==> src/rtl/bqc_pkg.sv <==
`timescale 1ns / 1ps
// ----------------------------------------------------------------------------
// bqc_pkg
// Shared types, constants and index helpers for the biquad cascade core.
// ----------------------------------------------------------------------------
package bqc_pkg;

  // default sizes, handed to the top level parameters
  localparam int MAX_STAGES_DEF   = 8;
  localparam int SAMPLE_WIDTH_DEF = 24;
  localparam int COEF_WIDTH_DEF   = 32;

  // fixed port field widths
  localparam int OP_W      = 2;
  localparam int CIDX_W    = 6;
  localparam int CVAL_W    = 32;
  localparam int SVAL_W    = 24;
  localparam int CFG_W     = 4;
  localparam int CFG_RESET = 1;

  // coefficient slots per stage: b0, b1, b2, a1, a2
  localparam int SLOTS  = 5;
  localparam int SLOT_W = 3;
  localparam int SLOT_B0 = 0;
  localparam int SLOT_B1 = 1;
  localparam int SLOT_B2 = 2;
  localparam int SLOT_A1 = 3;
  localparam int SLOT_A2 = 4;

  // delay word format Q7.40
  localparam int DELAY_W    = 48;
  localparam int DELAY_FRAC = 40;

  // default product Q0.23 x Q2.29 = Q.52, aligned to Q.68, rounded to Q.40
  localparam int PROD_EXT_W = 73;
  localparam int PROD_SHIFT = 28;
  localparam int PROD_W     = PROD_EXT_W - PROD_SHIFT;
  localparam int PROD_ALIGN = 72;

  typedef enum logic [OP_W-1:0] {
    OP_LOAD   = 2'd0,
    OP_SAMPLE = 2'd1,
    OP_CLEAR  = 2'd2
  } op_t;

  typedef enum logic [2:0] {
    ST_IDLE,
    ST_READ,
    ST_MULB,
    ST_ACC,
    ST_MULA,
    ST_WB,
    ST_HOLD
  } state_t;

  typedef struct packed {
    logic start;
    logic mul_b;
    logic acc;
    logic mul_a;
  } dp_ctrl_t;

  // stage row of a coefficient index: floor(idx / 5) by reciprocal 205/1024
  function automatic logic [3:0] coef_row(input logic [CIDX_W-1:0] idx);
    logic [13:0] prod;
    prod = 14'(idx) * 14'd205;
    return prod[13:10];
  endfunction

  function automatic logic [SLOT_W-1:0] coef_slot(input logic [CIDX_W-1:0] idx);
    logic [CIDX_W-1:0] base;
    base = CIDX_W'(coef_row(idx)) * CIDX_W'(SLOTS);
    return SLOT_W'(idx - base);
  endfunction

endpackage

==> src/rtl/bqc_coef_mem.sv <==
`timescale 1ns / 1ps
// ----------------------------------------------------------------------------
// bqc_coef_mem
// Coefficient store, one row of five coefficients per stage. Single words
// are written by slot; a whole row is read through an output register.
// ----------------------------------------------------------------------------
module bqc_coef_mem
  import bqc_pkg::*;
#(
  parameter int MAX_STAGES = MAX_STAGES_DEF,
  parameter int COEF_WIDTH = COEF_WIDTH_DEF,
  parameter int ROW_W      = 3
) (
  input  logic                                clk,
  input  logic                                wr_en,
  input  logic [ROW_W-1:0]                    wr_row,
  input  logic [SLOT_W-1:0]                   wr_slot,
  input  logic signed [COEF_WIDTH-1:0]        wr_data,
  input  logic                                rd_en,
  input  logic [ROW_W-1:0]                    rd_row,
  output logic [SLOTS-1:0][COEF_WIDTH-1:0]    rd_data
);

  logic [SLOTS-1:0][COEF_WIDTH-1:0] mem [MAX_STAGES];
  logic [SLOTS-1:0][COEF_WIDTH-1:0] rd_data_r;

  always_ff @(posedge clk) begin
    if (wr_en) begin
      mem[wr_row][wr_slot] <= wr_data;
    end
    if (rd_en) begin
      rd_data_r <= mem[rd_row];
    end
  end

  assign rd_data = rd_data_r;

endmodule

==> config.mk <==
export PLATFORM = sky130hd
export DESIGN_NAME = bqc_coef_mem
export DESIGN_NICKNAME = d
export VERILOG_FILES = /design/src/rtl/bqc_pkg.sv /design/src/rtl/bqc_coef_mem.sv
export SDC_FILE = /design/constraint.sdc
export NUM_CORES = 1
export LEC_CHECK = 0
export BUFFER_PORTS_ARGS = -buffer_cell sky130_fd_sc_hd__buf_2
export CAP_MARGIN = 20
export CELL_PAD_IN_SITES_DETAIL_PLACEMENT = 2
export CELL_PAD_IN_SITES_GLOBAL_PLACEMENT = 2
export CORE_MARGIN = 4
export CORE_UTILIZATION = 46
export DETAILED_ROUTE_END_ITERATION = 8
export PLACE_DENSITY_LB_ADDON = 0.05
export SYNTH_ARGS = -nofsm -noshare
export SYNTH_HDL_FRONTEND = slang
export SYNTH_SLANG_ARGS = --single-unit
==> constraint.sdc <==
create_clock -name clk -period 2.7 [get_ports clk]
set_input_delay 0.135 -clock clk [delete_from_list [all_inputs] [get_ports clk]]
set_output_delay 0.135 -clock clk [all_outputs]
set_load 0.005 [all_outputs]
==> run metrics <==
most common cell in the synthesized netlist=edfxtp_1; Max Slew Vio Count=0; post-synth top area share=79.86%; crit-path cells=mux4_1 > mux2_2; total CTS buffers=around 150; Pwr Density=roughly 760 nW/um^2; Hold Crit Class=primary input to flop; Global Route Usage Sum=about a quarter; worst vdd rail ir drop=569.2 uV; initial core utilization=46.47%; Final setup viols=0; setup repair bufs after CTS=0; Die W=about 350 um; hold path endpoint=mem[1][63]$_DFFE_PP_; ys flop type=edfxtp_1; first-pass GRT wire length=about 210000 um; placed instance count=3792; ANT nets after route=0; area added between synthesis and finish=16.50%; Worst R2R Path Depth=2; drt wl/cell=about 36 um; 1st-pass router iterations=7; die footprint=123300 sq um; final WL=between 100000 and 150000 um; worst r2r dst=rd_data[76]$_DFFE_PP_; Synth area leaders=edfxtp_1 80%, mux4_1 11%, mux4_2 3.5%, mux2_2 3.3%, buf_8 0.78%; final worst-path cycle share=59.30%; pin count of the biggest net entering global routing=60; initial antenna violation count=10; multi-input combinational cell area=roughly 10000 sq um; Synth warnings=0; Fmax=~620 MHz; hpwl dp=77980 um; DRC=0; Leak=between 20 and 25 nW; Seq. cell area=~43000 sq um; number of max-cap violations=0; CP Class=flop to flop; CP delay by family, top=multiplexers; Die Y=351.1 um; slew of the pin with the lowest slew margin=~1.2 ns; critical path depth=2; Final Hold Viols=0; Crit path largest cell delay=approximately 0.54 ns; Finished Layout Cells=4092; synthesized net count=2111; Synth Instances=about 2.1k; flop2flop setup slack=roughly 1.1 ns; Worst EP required=3.16 ns; H-tree depth=4; synthesized cell area=roughly 54000 sq um; Synth cell types=18; Clock Path Buffers=3; Max stage delay cell, worst path=mux4_1; Tmin final=around 1.6 ns; Core Box Area=around 120000 sq um; fin nets=2482; share of layout cells above drive strength 1=31.19%; Resized cells post-CTS=0; CP arrival=2.06 ns; gpl congestion=between 0.7 and 0.8; Synth area leader=edfxtp_1; row cnt=around 130; status=finished clean; CTS tree=yes; vias=between 20k and 25k; clock edge transition at the registers on the reported setup and hold paths=around 0.060 ns; Crit Path Max Fanout=1; via-per-instance ratio=between 5 and 6; pre-CTS setup slack=0.5903 ns; Clock Latency Late Sink=0.76 ns; hold buffer count at cts=1; synth cell count leaders=1440 x edfxtp_1, 236 x mux4_1, 160 x mux2_2; Worst setup EP type=flop; hold path depth=1; vias in the first global route=26.80k; total gr overflow=0; Synth async-reset ratio=0%; CP startpoint=mem[3][76]$_DFFE_PP_; register area share after synthesis=approximately four fifths; Synth Register Bits=around 1.4k; clk sink count=~1.4k; reg2reg start=mem[3][76]$_DFFE_PP_; Top Ports=204; IO buf count=between 200 and 250; CTS Root Buffer Type=clkbuf_16; clk_skew=0.02254 ns; Synth Area per Inst=approximately 26 sq um; Post-synth EDFFs=between 1k and 1.5k; worst slew margin relative to its limit=22.11%; unrepaired setup endpoints after global routing=no; Hold Path Origin=wr_data[31]; final setup TNS=0 ns; DR iter-0 viols=roughly 2.6k; final setup margin=~1.1 ns; Fillers=about 9.5k; Critical path buffers and inverters=0; CP Launch Type=flop
## through the flow
step | area, sq um | util, % | hold slack [ns] | power, mW
3_5_place_dp | 58010 | 49.79 | 0.5327 | 27.68
3_3_place_gp | 58010 | 49.79 | 0.5299 | 27.54
5_1_grt | 63070 | 54.13 | 0.06899 | 49.43
4_1_cts | 62850 | 53.94 | 0.02218 | 48.25
6_report | 63080 | 54.14 | 0.04599 | 47.75
2_1_floorplan | 54150 | - | 0.2339 | 26.49
## per-layer routing
metal / track usage (%) / up-vias / part of all wire [%]
met5: 0 / - / 0.018
met4: 5.200 / 4 / 1.8
met3: 4.037 / 167 / 5.4
met2: 41.46 / 822 / 51
met1: 33.02 / 13430 / 42
li1: - / 9895 / -
## where the power goes
part / total (mW) / switching (mW) / internal [mW]
sequential: 25.1 / 0.141 / 25.0
combinational: 2.09 / 1.25 / 0.841
clock: 20.5 / 8.70 / 11.8
total: 47.7 / 10.1 / 37.7
## sequential cells by signal, summed over array words and instances, names as in the netlist
name     flops
mem       1280
rd_data    160
## area by class of cell
cell class	instances	share of cell area [%]
Sequential cell	1440	68.55
Multi-Input combinational cell	533	16.58
Tap cell	1524	3.023
Clock inverter	89	1.196
Clock buffer	190	6.458
Timing Repair Buffer	310	4.177
Antenna cell	6	0.02380
## cell families after synthesis
| kind of cell | synth area share [%] |
|---|---|
| multiplexers | 18.27 |
| AND/OR/NAND/NOR | 0.4852 |
| buffers and inverters | 1.384 |
| flip-flops | 79.86 |
## cell usage in the layout (no fill, tap or decap)
cell / count
buf_12: 59
buf_4: 39
clkinv_8: 1
nand3_1: 1
or3b_2: 3
dlygate4sd3_1: 8
clkinv_2: 25
clkbuf_8: 2
or4b_2: 1
bufinv_16: 12
clkbuf_16: 158
or3_1: 1
nand4bb_1: 3
diode_2: 6
nand4b_1: 1
buf_2: 199
clkinv_4: 2
nand3b_1: 3
nor2_4: 40
mux2_2: 160
buf_16: 1
inv_6: 8
clkbuf_1: 32
clkinvlp_4: 3
mux4_1: 236
edfxtp_1: 1440
clkinv_1: 38
buf_8: 2
mux4_2: 84
## worst max-delay path by stage
stage / slack, ns / end
2_1_floorplan: -0.08 / mem[5][0]$_DFFE_PP_
3_3_place_gp: 0.65 / rd_data[65]$_DFFE_PP_
3_5_place_dp: 0.59 / rd_data[31]$_DFFE_PP_
6_report: 1.10 / rd_data[76]$_DFFE_PP_
4_1_cts: 1.04 / rd_data[128]
5_1_grt: 1.04 / rd_data[128]
No activity file was read; power rests on OpenSTA's default activity.
