### src/rtl/bqc_pkg.sv
`timescale 1ns / 1ps
// ----------------------------------------------------------------------------
// bqc_pkg
// Shared types, constants and index helpers for the biquad cascade core.
// ----------------------------------------------------------------------------
package bqc_pkg;

  // default sizes, handed to the top level parameters
  localparam int MAX_STAGES_DEF   = 8;
  localparam int SAMPLE_WIDTH_DEF = 24;
  localparam int COEF_WIDTH_DEF   = 32;

  // fixed port field widths
  localparam int OP_W      = 2;
  localparam int CIDX_W    = 6;
  localparam int CVAL_W    = 32;
  localparam int SVAL_W    = 24;
  localparam int CFG_W     = 4;
  localparam int CFG_RESET = 1;

  // coefficient slots per stage: b0, b1, b2, a1, a2
  localparam int SLOTS  = 5;
  localparam int SLOT_W = 3;
  localparam int SLOT_B0 = 0;
  localparam int SLOT_B1 = 1;
  localparam int SLOT_B2 = 2;
  localparam int SLOT_A1 = 3;
  localparam int SLOT_A2 = 4;

  // delay word format Q7.40
  localparam int DELAY_W    = 48;
  localparam int DELAY_FRAC = 40;

  // default product Q0.23 x Q2.29 = Q.52, aligned to Q.68, rounded to Q.40
  localparam int PROD_EXT_W = 73;
  localparam int PROD_SHIFT = 28;
  localparam int PROD_W     = PROD_EXT_W - PROD_SHIFT;
  localparam int PROD_ALIGN = 72;

  typedef enum logic [OP_W-1:0] {
    OP_LOAD   = 2'd0,
    OP_SAMPLE = 2'd1,
    OP_CLEAR  = 2'd2
  } op_t;

  typedef enum logic [2:0] {
    ST_IDLE,
    ST_READ,
    ST_MULB,
    ST_ACC,
    ST_MULA,
    ST_WB,
    ST_HOLD
  } state_t;

  typedef struct packed {
    logic start;
    logic mul_b;
    logic acc;
    logic mul_a;
  } dp_ctrl_t;

  // stage row of a coefficient index: floor(idx / 5) by reciprocal 205/1024
  function automatic logic [3:0] coef_row(input logic [CIDX_W-1:0] idx);
    logic [13:0] prod;
    prod = 14'(idx) * 14'd205;
    return prod[13:10];
  endfunction

  function automatic logic [SLOT_W-1:0] coef_slot(input logic [CIDX_W-1:0] idx);
    logic [CIDX_W-1:0] base;
    base = CIDX_W'(coef_row(idx)) * CIDX_W'(SLOTS);
    return SLOT_W'(idx - base);
  endfunction

endpackage

### src/rtl/bqc_dly_mem.sv
`timescale 1ns / 1ps
// ----------------------------------------------------------------------------
// bqc_dly_mem
// Delay word store, one row (d1, d2) per stage, with a registered read.
// Per-row valid bits make cleared rows read as zero.
// ----------------------------------------------------------------------------
module bqc_dly_mem
  import bqc_pkg::*;
#(
  parameter int MAX_STAGES = MAX_STAGES_DEF,
  parameter int ROW_W      = 3
) (
  input  logic                       clk,
  input  logic                       rst_n,
  input  logic                       clr,
  input  logic                       wr_en,
  input  logic [ROW_W-1:0]           wr_row,
  input  logic signed [DELAY_W-1:0]  wr_d1,
  input  logic signed [DELAY_W-1:0]  wr_d2,
  input  logic                       rd_en,
  input  logic [ROW_W-1:0]           rd_row,
  output logic signed [DELAY_W-1:0]  rd_d1,
  output logic signed [DELAY_W-1:0]  rd_d2
);

  logic [1:0][DELAY_W-1:0] mem [MAX_STAGES];
  logic [MAX_STAGES-1:0]   valid_r;
  logic [DELAY_W-1:0]      rd_d1_r;
  logic [DELAY_W-1:0]      rd_d2_r;

  always_ff @(posedge clk) begin
    if (!rst_n || clr) begin
      valid_r <= '0;
    end else if (wr_en) begin
      valid_r[wr_row] <= 1'b1;
    end
  end

  always_ff @(posedge clk) begin
    if (wr_en) begin
      mem[wr_row] <= {wr_d2, wr_d1};
    end
    if (rd_en) begin
      // never-written or cleared rows read as zero
      if (valid_r[rd_row]) begin
        rd_d1_r <= mem[rd_row][0];
        rd_d2_r <= mem[rd_row][1];
      end else begin
        rd_d1_r <= '0;
        rd_d2_r <= '0;
      end
    end
  end

  assign rd_d1 = $signed(rd_d1_r);
  assign rd_d2 = $signed(rd_d2_r);

endmodule

### config.mk
export PLATFORM = sky130hd
export DESIGN_NAME = bqc_dly_mem
export DESIGN_NICKNAME = d
export VERILOG_FILES = /design/src/rtl/bqc_pkg.sv /design/src/rtl/bqc_dly_mem.sv
export SDC_FILE = /design/constraint.sdc
export NUM_CORES = 1
export LEC_CHECK = 0
export BUFFER_PORTS_ARGS = -buffer_cell sky130_fd_sc_hd__buf_2
export CORE_MARGIN = 10
export CORE_UTILIZATION = 57
export CTS_BUF_LIST = sky130_fd_sc_hd__clkbuf_2
export DETAILED_ROUTE_END_ITERATION = 12
export GPL_TIMING_DRIVEN = 0
export PLACE_DENSITY = 0.87
export SETUP_SLACK_MARGIN = 0.15
export SLEW_MARGIN = 20
export SYNTH_ARGS = -nofsm -noshare
export SYNTH_HDL_FRONTEND = slang
export SYNTH_SLANG_ARGS = --single-unit
### constraint.sdc
create_clock -name clk -period 12.4 [get_ports clk]
set_clock_uncertainty 0.15 [all_clocks]
set_input_delay 1.24 -clock clk [delete_from_list [all_inputs] [get_ports clk]]
set_output_delay 1.24 -clock clk [all_outputs]
set_load 0.05 [all_outputs]
==> flow_summary.toml, run 1 <==
[status]
status = "finished, final reports clean"

[place]
dp_slack_ns = 8.37
io_buffers = 200
dp_hpwl_microns = 43300
place.gp.congestion = 0.719
post_dp_cell_area_sq_mm = 0.0351
place_inst = 2376

[power_and_ir_drop]
netSwitchingFraction_pct = 24.1
p_clk_share_pct = 32.4
comb_power_share_pct = 6.9
p_per_area_mw_per_mm2 = 146
leakagePower_nw = 13.3
intPower_mw = 4.20
p_seq_share_pct = 60.7
peakVddDrop_mv = 0.0942
p_switching_mw = 1.33
finalPower_mw = 5.53

[clock_tree]
root_buffer = "clkbuf_2"
holdBufCountCts = 96
clock_path_buffers = 3
htree_levels = 4
clock_sinks = 872
cts_resized = 0
cts_buffers = 201
post-cts-setup-buffer-count = 0
clk_pin_slew_ns = 0.13
cts_tree = "yes"
clock_latency_ns = 1.46

[setup_path]
cp-start-kind = "flip-flop"
max_stage_delay_ns = 0.43
cp_cell_sequence = "buf_2"
critPathTopFamily = "flip-flops"
regToRegStartpoint = "valid_r[4]"
cp-end-kind = "output port"
critPathRequiredTime_ns = 11.01
slowest_stage = "edfxtp_1"
path_buf_inv = 1
critPathKind = "reg -> out"
r2r_end = "rd_d1[1]"
rrSetupSlack_ns = 9.88
arrival_ns = 2.16
worstPathMaxFanout = 1
r2r_cells = 5

[die]
die_h_microns = 258
die_w_microns = 258
rows = 87
dieArea_sq_mm = 0.0665
initial_core_util_pct = 57.4
ios = 203
fp.coreArea_sq_mm = 0.0562

[yosys]
yosys.area.top_type = "edfxtp_1"
yosys_warnings = 0
syn_nets = 1456
ys_types = 17
synth_top_area_share_pct = 80.4
synth_area_leaders = "edfxtp_1 (80%), mux4_2 (14%), mux2i_1 (3.0%)"
seq_area_frac_synth_pct = 80.9
syn_area_sq_mm = 0.0323
avgSynthCellArea_sq_um = 23.9
synth_seq_cells = 872
synth_cells = 1349

[sta]
tightest_slew_ns = 1.05
period_share_pct = 28.6
setup_viol = 0
hold_viol = 0
finalCriticalPeriod_ns = 3.55
timing.fmax_mhz = 282
slew_viol_final = 0
setup_ws_ns = 8.85
slew_headroom_pct = 29.9
rsz0062_at_grt = "no"

[finish]
final_nets = 2027
final_cells = 2843
final_cell_area_sq_mm = 0.0380
drive_gt1_share_pct = 39.2
area_growth_pct = 17.7

[drt]
route.vias.total = 16000
ant_nets = 0
wl_microns = 68900
firstDrtPassIters = 5
first_iter_violations = 1364
vias_per_cell = 5.63
remaining_drc_errors = 0
wl_per_cell_microns = 24.2

[global_route]
grtUsageTotal_pct = 21.2
antenna_found_initial = 9
grt_max_degree = 53
grt_pass1_vias = 17300
overflow = 0
grt_first_pass_wirelength_microns = 105000

[hold_path]
hold_depth = 2
hold_path.class = "in -> reg"
hp-start = "wr_en"
hold_end = "mem[0][66]"

[job]
drv_cap = 0
-- per-layer routing --
metal	wire length, microns	global-route usage, %	part of all wire (%)
met5	64	0	0.093
met4	1300	6.50	1.9
met3	5850	6.71	8.5
met2	34700	33.9	50
met1	27000	27.7	39
-- per-stage QoR --
stage	setup TNS, ns	util (%)	hold WS (ns)
2_1_floorplan	0	-	0.285
3_3_place_gp	-2634.15	60.9	0.295
3_5_place_dp	0	62.5	0.322
4_1_cts	0	67.5	0.00630
5_1_grt	0	67.6	-0.0355
6_report	0	67.6	0.155
-- power groups by stage --
stage,logic (mW),clock network [mW],registers (mW)
finish,0.382,1.79,3.36
global route,0.407,2.01,3.37
CTS,0.386,1.83,3.36
detailed placement,0.357,0,3.43
global placement,0.325,0,3.44
floorplan,0.169,0,3.48
-- synthesized netlist by cell type (all sizes together) --
library cell and number:
nor4bb 3, o21ba 2, nor2 109, nand2b 1
and4b 2, clkbuf 25, mux4 194, nand2 2
nor4b 1, nor3b 1, buf 40, mux2i 97
dfxtp 8, edfxtp 864
-- layout by cell type (no fill, tap or decap), drive strengths merged --
| cell type | count |
|---|---|
| edfxtp | 864 |
| clkbuf | 312 |
| buf | 311 |
| mux4 | 194 |
| nor2 | 109 |
| dlygate4sd3 | 97 |
| mux2i | 97 |
| clkinv | 60 |
| diode | 13 |
| dfxtp | 8 |
| clkinvlp | 4 |
| bufinv | 4 |
| nor4bb | 3 |
| nand2 | 2 |
| and4b | 2 |
| o21ba | 2 |
| inv | 2 |
| nor3b | 1 |
| nor4b | 1 |
| nand2b | 1 |
-- sequential cells by signal, summed over array words and instances (netlist names) --
register,count
mem,768
rd_d1,48
rd_d2,48
valid_r,8
-- layout make-up --
type	count	area, sq um
sequential	872	26100
fill	3564	18200
multi-input combinational	412	5940
timing repair buffer	368	2810
clock buffer	287	1440
tap	756	946
clock inverter	70	399
buffer	65	290
antenna	13	32.5
-- cells by family (layout without fill, tap and decap cells) --
logic type	after synthesis	in the layout	share of synthesized area (%)
compound gates	2	2	0.0621
buf+inv	65	790	0.900
flops	872	872	80.9
mux	291	291	16.6
other cells	0	13	0
simple gates	119	119	1.52
-- how the worst max path moves through the flow --
stage | start | cells past startpoint | slack, ns | endpoint
2_1_floorplan | wr_row[1] | 1 | 0.95 | mem[1][0]
3_3_place_gp | wr_row[0] | 2 | -7.99 | mem[1][7]
3_5_place_dp | rd_row[1] | 6 | 8.37 | rd_d1[15]
4_1_cts | rd_d1[21] | 1 | 8.70 | rd_d1[21]
5_1_grt | rd_d1[23] | 1 | 8.59 | rd_d1[23]
6_report | rd_d1[23] | 1 | 8.85 | rd_d1[23]
(Power assumes the default switching activity.)
==> run 2: changes to the inputs <==
==> constraint.sdc (replaced) <==
create_clock -name clk -period 3.1 [get_ports clk]
set_clock_uncertainty 0.15 [all_clocks]
set_input_delay 0.31 -clock clk [delete_from_list [all_inputs] [get_ports clk]]
set_output_delay 0.31 -clock clk [all_outputs]
set_load 0.05 [all_outputs]
==> flow_summary.toml, run 2 (same netlist as run 1, synthesis figures left out) <==
[sta]
tightest_slew_ns = 1.03
hold-worst-slack_ns = 0.205
finalCriticalPeriod_ns = 2.77
slew_viol_final = 0
slew_headroom_pct = 31.3
period_share_pct = 89.4
timing.fmax_mhz = 361
tns_ns = 0
hold_viol = 0
setup_viol = 0
rsz0062_at_grt = "no"

[global_route]
grtUsageTotal_pct = 21.9
grt_use_met3_pct = 6.29
grt_pass1_vias = 18000
overflow = 0
grt.busiest_layer = "met2"
grt_first_pass_wirelength_microns = 108000
met2_usage_pct = 36.7
grt_max_degree = 54
antenna_found_initial = 9
use_met1_pct = 27.0

[finish]
area_growth_pct = 21.6
final_nets = 2138
regMostFlops = "mem"
mostFrequentLayoutCells = "edfxtp_1 (864), clkbuf_2 (283), buf_2 (230)"
layout_commonest_cell = "edfxtp_1"
final_cells = 2949
largest_register_ffs = 768
nFillCells = 3459
fin_util_pct = 69.8
drive_gt1_share_pct = 37.1

[drt]
vias_per_cell = 5.63
remaining_drc_errors = 0
route.vias.total = 16600
wl_microns = 71300
firstDrtPassIters = 5
first_iter_violations = 1410
ant_nets = 0
wl_per_cell_microns = 24.2

[setup_path]
crit_start = "wr_row[0]"
critPathKind = "in -> reg"
cp-start-kind = "input pin"
worstPathMaxFanout = 10
cp-end-kind = "flip-flop"
regToRegStartpoint = "valid_r[5]"
arrival_ns = 3.64
critPathRequiredTime_ns = 3.97

[job]
drv_cap = 0

[hold_path]
hp-start = "wr_d1[31]"
hold_path.class = "in -> reg"

[place]
place.gp.congestion = 0.715
place_inst = 2370
io_buffers = 200
dp_hpwl_microns = 43200

[clock_tree]
clock_latency_ns = 1.37
root_buffer = "clkbuf_2"
cts_tree = "yes"
clock_sinks = 872
holdBufCountCts = 215
clock_path_buffers = 3
htree_levels = 4
cts_buffers = 200
post-cts-setup-buffer-count = 0
cts_resized = 0
clk_pin_slew_ns = 0.13

[die]
die_h_microns = 258
initial_core_util_pct = 57.4
ios = 203
fp.coreArea_sq_mm = 0.0562
die_w_microns = 258
rows = 87
dieArea_sq_mm = 0.0665

[status]
status = "finished, final reports clean"

[power_and_ir_drop]
p_per_area_mw_per_mm2 = 576
finalPower_mw = 22.6
peakVddDrop_mv = 0.508
leakagePower_nw = 13.8
## run 2: final cells by class
cell class / count / area (sq um) / area share [%]
Clock buffer: 283 / 1420 / 3.61
Clock inverter: 78 / 508 / 1.30
Multi-Input combinational cell: 412 / 5960 / 15.2
Antenna cell: 3 / 7.51 / 0.0191
Timing Repair Buffer: 480 / 3990 / 10.2
Sequential cell: 872 / 26100 / 66.5
Buffer: 65 / 290 / 0.740
Tap cell: 756 / 946 / 2.41
## run 2: worst paths after layout
path / cells past startpoint / to / slack, ns
setup reg to reg: 5 / rd_d2[20] / 0.42
hold / removal: 3 / mem[7][31] / 0.21
setup / recovery: 9 / mem[1][76] / 0.33
hold reg to reg: 2 / valid_r[2] / 0.34
## run 2: through the flow
stage / setup slack [ns] / cell area [sq um]
4_1_cts: 0.340 / 39200
3_5_place_dp: -0.00228 / 35100
6_report: 0.329 / 39200
3_3_place_gp: -4.22 / 34300
5_1_grt: 0.321 / 39200
2_1_floorplan: -0.995 / 32400
## run 2: routing by layer
| layer | part of all wire [%] | up-vias |
|---|---|---|
| met4 | 2.2 | 10 |
| li1 | - | 7172 |
| met3 | 8.0 | 126 |
| met1 | 37 | 8508 |
| met5 | 0.076 | - |
| met2 | 52 | 777 |
## run 2: report_power, final
part / switching (mW) / internal (mW)
registers: 0.0981 / 13.3
clock network: 4.41 / 3.07
logic: 0.927 / 0.737
## run 2: critical path, stage by stage
cell	delay, ns
dlygate4sd3_1	0.52
buf_2	0.13
dlygate4sd3_1	0.84
nor4bb_4	0.59
buf_4	0.32
buf_4	0.25
buf_4	0.24
buf_4	0.24
buf_6	0.18
